[src/rtl/core/cpt_mul.sv]
// Two-stage signed multiplier: four half-width partial products, then their sum.
// Standalone; no package needed.
module cpt_mul #(
   parameter int AW = 33,
   parameter int BW = 33
) (
   input  logic                    clock,
   input  logic signed [AW-1:0]    a,
   input  logic signed [BW-1:0]    b,
   output logic signed [AW+BW-1:0] p
);

   localparam int AL = AW / 2;
   localparam int AH = AW - AL;
   localparam int BL = BW / 2;
   localparam int BH = BW - BL;
   localparam int PW = AW + BW;

   logic signed [AH+BH-1:0] hh_ff;
   logic signed [AH+BL:0]   hl_ff;
   logic signed [AL+BH:0]   lh_ff;
   logic [AL+BL-1:0]        ll_ff;
   logic signed [PW-1:0]    p_ff;

   // Partial products: signed high halves, unsigned low halves.
   always_ff @(posedge clock) begin
      hh_ff <= $signed(a[AW-1:AL]) * $signed(b[BW-1:BL]);
      hl_ff <= $signed(a[AW-1:AL]) * $signed({1'b0, b[BL-1:0]});
      lh_ff <= $signed({1'b0, a[AL-1:0]}) * $signed(b[BW-1:BL]);
      ll_ff <= a[AL-1:0] * b[BL-1:0];
   end

   // Weighted sum of the partial products.
   always_ff @(posedge clock) begin
      p_ff <= (PW'(hh_ff) <<< (AL + BL)) + (PW'(hl_ff) <<< AL)
            + (PW'(lh_ff) <<< BL) + PW'(ll_ff);
   end

   assign p = p_ff;

endmodule

[config.mk]
export PLATFORM = sky130hd
export DESIGN_NAME = cpt_mul
export DESIGN_NICKNAME = d
export VERILOG_FILES = /design/src/rtl/core/cpt_mul.sv
export SDC_FILE = /design/constraint.sdc
export NUM_CORES = 2
export LEC_CHECK = 0
export BUFFER_PORTS_ARGS = -buffer_cell sky130_fd_sc_hd__buf_4
export CAP_MARGIN = 25
export CORE_MARGIN = 1
export CORE_UTILIZATION = 60
export CTS_CLUSTER_DIAMETER = 100
export DETAILED_ROUTE_END_ITERATION = 6
export PLACE_DENSITY = 0.87
export SETUP_SLACK_MARGIN = 0.5
export SLEW_MARGIN = 20
export SYNTH_ARGS = -nofsm -noshare
export SYNTH_HDL_FRONTEND = slang
export SYNTH_SLANG_ARGS = --single-unit
[constraint.sdc]
create_clock -name clock -period 23.2 [get_ports clock]
set_input_delay 4.64 -clock clock [delete_from_list [all_inputs] [get_ports clock]]
set_output_delay 4.64 -clock clock [all_outputs]
set_load 0.1 [all_outputs]
==> reports/qor.yml <==
outcome:
  status: "completed"
critical_path:
  worst-path-buf-inv: 4
  crit_chain: "buf_4 > nand2_1 > fa_1 > fa_1 > fa_1 > inv_1 > fa_1 > fa_1 > inv_1 > fa_1 > inv_1 > ha_1 > a21oi_1 > o21ai_0 > a211oi_1 > o21ai_0 > a22oi_1 > a21oi_1 > a41o_1 > or4_1 > a31o_1 > a21oi_1 > xnor2_1"
  end_kind: "flop"
  cpPeakStageDelay_ns: 0.55
  crit_top_cell: "fa_1"
  required_ns: 23.64
  reg2regPathDepth: 13
  slowest_stage: "fa_1"
  worstPathMaxFanout: 33
  cp.arrival_ns: 11.38
  start_kind: "input port"
  ff2ff_setup_slack_ns: 18.42
  critical-path-top-delay-family: "adder cells"
  cp.depth: 23
  crit_type: "in -> reg"
sta:
  finClkSkew_ns: 0.0166
  tightest_slew_ns: 0.851
  period_minus_slack_ns: 10.94
  hold_viol: 0
  maxSlewHeadroom_pct: 42.9
  clock.fmax_ghz: 0.0914
  setup_viol: 0
  finalSetupTns_ns: 0
  setup_ws_ns: 12.26
  period_share_pct: 47.1
  drv_slew: 0
  grt_setup_unrepaired: "false"
yosys:
  synthArstFlopShare_pct: 0
  synthAdderAreaFrac_pct: 56.7
  synthXorXnorAreaFrac_pct: 3.14
  synth_simple_gate_area_share_pct: 15.2
  synth_top_family_by_area: "adder cells"
  yosysTopAreaCell: "fa_1"
  synth_cell_types: 67
  synth_nets: 6542
  ys_seq_area_share_pct: 8.66
  syn_area_per_cell_um2: 9.26
  yosys_warnings: 0
  ys_ff_latch: 200
  synthTopCellsByArea: "fa_1, ha_1, inv_1"
  synth_area_mm2: 0.0463
  synth_compound_gate_area_share_pct: 5.28
  synthCells: 4995
  synthMuxAreaShare_pct: 0.0433
  synth_ff_type: "dfxtp_1"
  synth_top_area_share_pct: 44.5
  synth-edff-count: 0
clock_tree:
  htreeDepth: 4
  hold_buffers: 0
  cts_buffer_depth: 2
  clkSlewWorstSetupHoldPaths_ns: 0.08
  cts_tree: "done"
  numCtsBuffers: 17
  post_cts_buffers: 0
  insertion_delay_ns: 0.51
  cts.sinks: 200
  cts_root_buf: "clkbuf_16"
  cts_resized: 0
finish:
  drive_above_1_share_pct: 3.69
  nets: 6490
  n_antenna_cell: 0
  layout_common_cells: "inv_1, fa_1, nand2_1, and2_1, ha_1"
  mostFrequentLayoutCell: "inv_1"
  area_growth_pct: 4.63
  fin_util_pct: 63.6
placement:
  place_hpwl_um: 85800
  portBuffers: 132
  post-place-ws_ns: 11.89
  gp_congestion: 0.904
global_route:
  grt_use_total_pct: 30.7
  grt_start_max_net_pins: 34
  grt-ovfl-total: 0
  grt_pass1_wl_um: 188000
  grt_pass1_vias: 38000
  antenna_found_initial: 5
die:
  die_width_um: 280
  start_util_pct: 60.8
  rows: 101
  ios: 133
  dieHeight_um: 280
  dieArea_mm2: 0.0782
  core-area_mm2: 0.0761
job:
  drv_cap: 0
worst_hold_path:
  hold_path_class: "reg -> reg"
  holdPathStages: 0
routing:
  wl_um: 113000
  drc_errors: 0
  num_vias: 33600
  wl_per_cell_um: 18.8
  first_pass_iters: 5
  ant_nets: 0
  drt-initial-drc-count: 2583
  vias_per_cell: 5.62
layer usage:
metal	up-vias	share of wire (%)	GRT usage (%)
met3	379	11	7.62
met1	16900	36	37.2
met2	1665	48	51.1
met4	6	5.4	15.3
met5	-	0.029	0
li1	14700	-	-
flip-flops by register name, summed over array words and instances (netlist names):
register and cells:
lh_ff 34, p 66, hh_ff 34, hl_ff 34, ll_ff 32
path summary, 6_finish.rpt:
path | start | endpoint
min reg2reg | ll_ff[12] | p[12]
max | b[18] | hh_ff[33]
min | ll_ff[12] | p[12]
max reg2reg | ll_ff[20] | p[62]
cells in the mapped netlist, types with 5 or more instances:
cell type and instances:
a21oi_1 122, a211oi_1 10, and3_1 21, o21a_1 20, a2111oi_0 5, nand2_1 595
xor2_1 33, nor3b_1 5, o211ai_1 6, dfxtp_1 200, nor2_1 119, fa_1 1028
a221oi_1 6, ha_1 452, nor3_1 30, a31oi_1 9, nand3_1 31, o31ai_1 5
a21o_1 56, nand2b_1 36, o21bai_1 16, xnor2_1 133, and2_1 530, inv_1 1147
o21ai_0 74, nor2b_1 16, or3_1 5, clkbuf_1 203, nand4_1 10, a21boi_0 9
final cells by class:
type | instances | area, um^2
timing repair buffer | 135 | 1010
tap | 1030 | 1290
clock buffer | 18 | 429
inverter | 1147 | 4310
fill | 5718 | 27700
multi-input combinational | 3442 | 37200
sequential | 200 | 4000
clock inverter | 14 | 184
cells by family after synthesis:
| logic type | after synthesis |
|---|---|
| compound gates | 379 |
| xor+xnor | 166 |
| fa+ha+maj | 1480 |
| buf+inv | 1353 |
| flops | 200 |
| mux | 2 |
| simple gates | 1415 |
worst register-to-register path: stages (launching register included):
cell and delay (ns):
dfxtp_1 0.44, fa_1 0.45, ha_1 0.39, a21oi_1 0.09, o22ai_1 0.33, nor3b_1 0.12, o31ai_1 0.43, nand2_1 0.29
o31ai_2 0.71, a31oi_1 0.35, o31ai_1 0.52, a221o_1 0.35, nand4_1 0.13, o311ai_1 0.09
per-stage QoR:
stage	instances	hold slack (ns)	instance area [um^2]
after CTS	5986	0.330	48400
final	5986	0.329	48400
after global placement	5954	0.311	47800
after global routing	5986	0.333	48400
after detailed placement	5954	0.313	47800
after floorplan	4995	0.310	46300
Power is not shown: default switching activity piles up to over one toggle a cycle in this logic, so the estimate is an artifact.
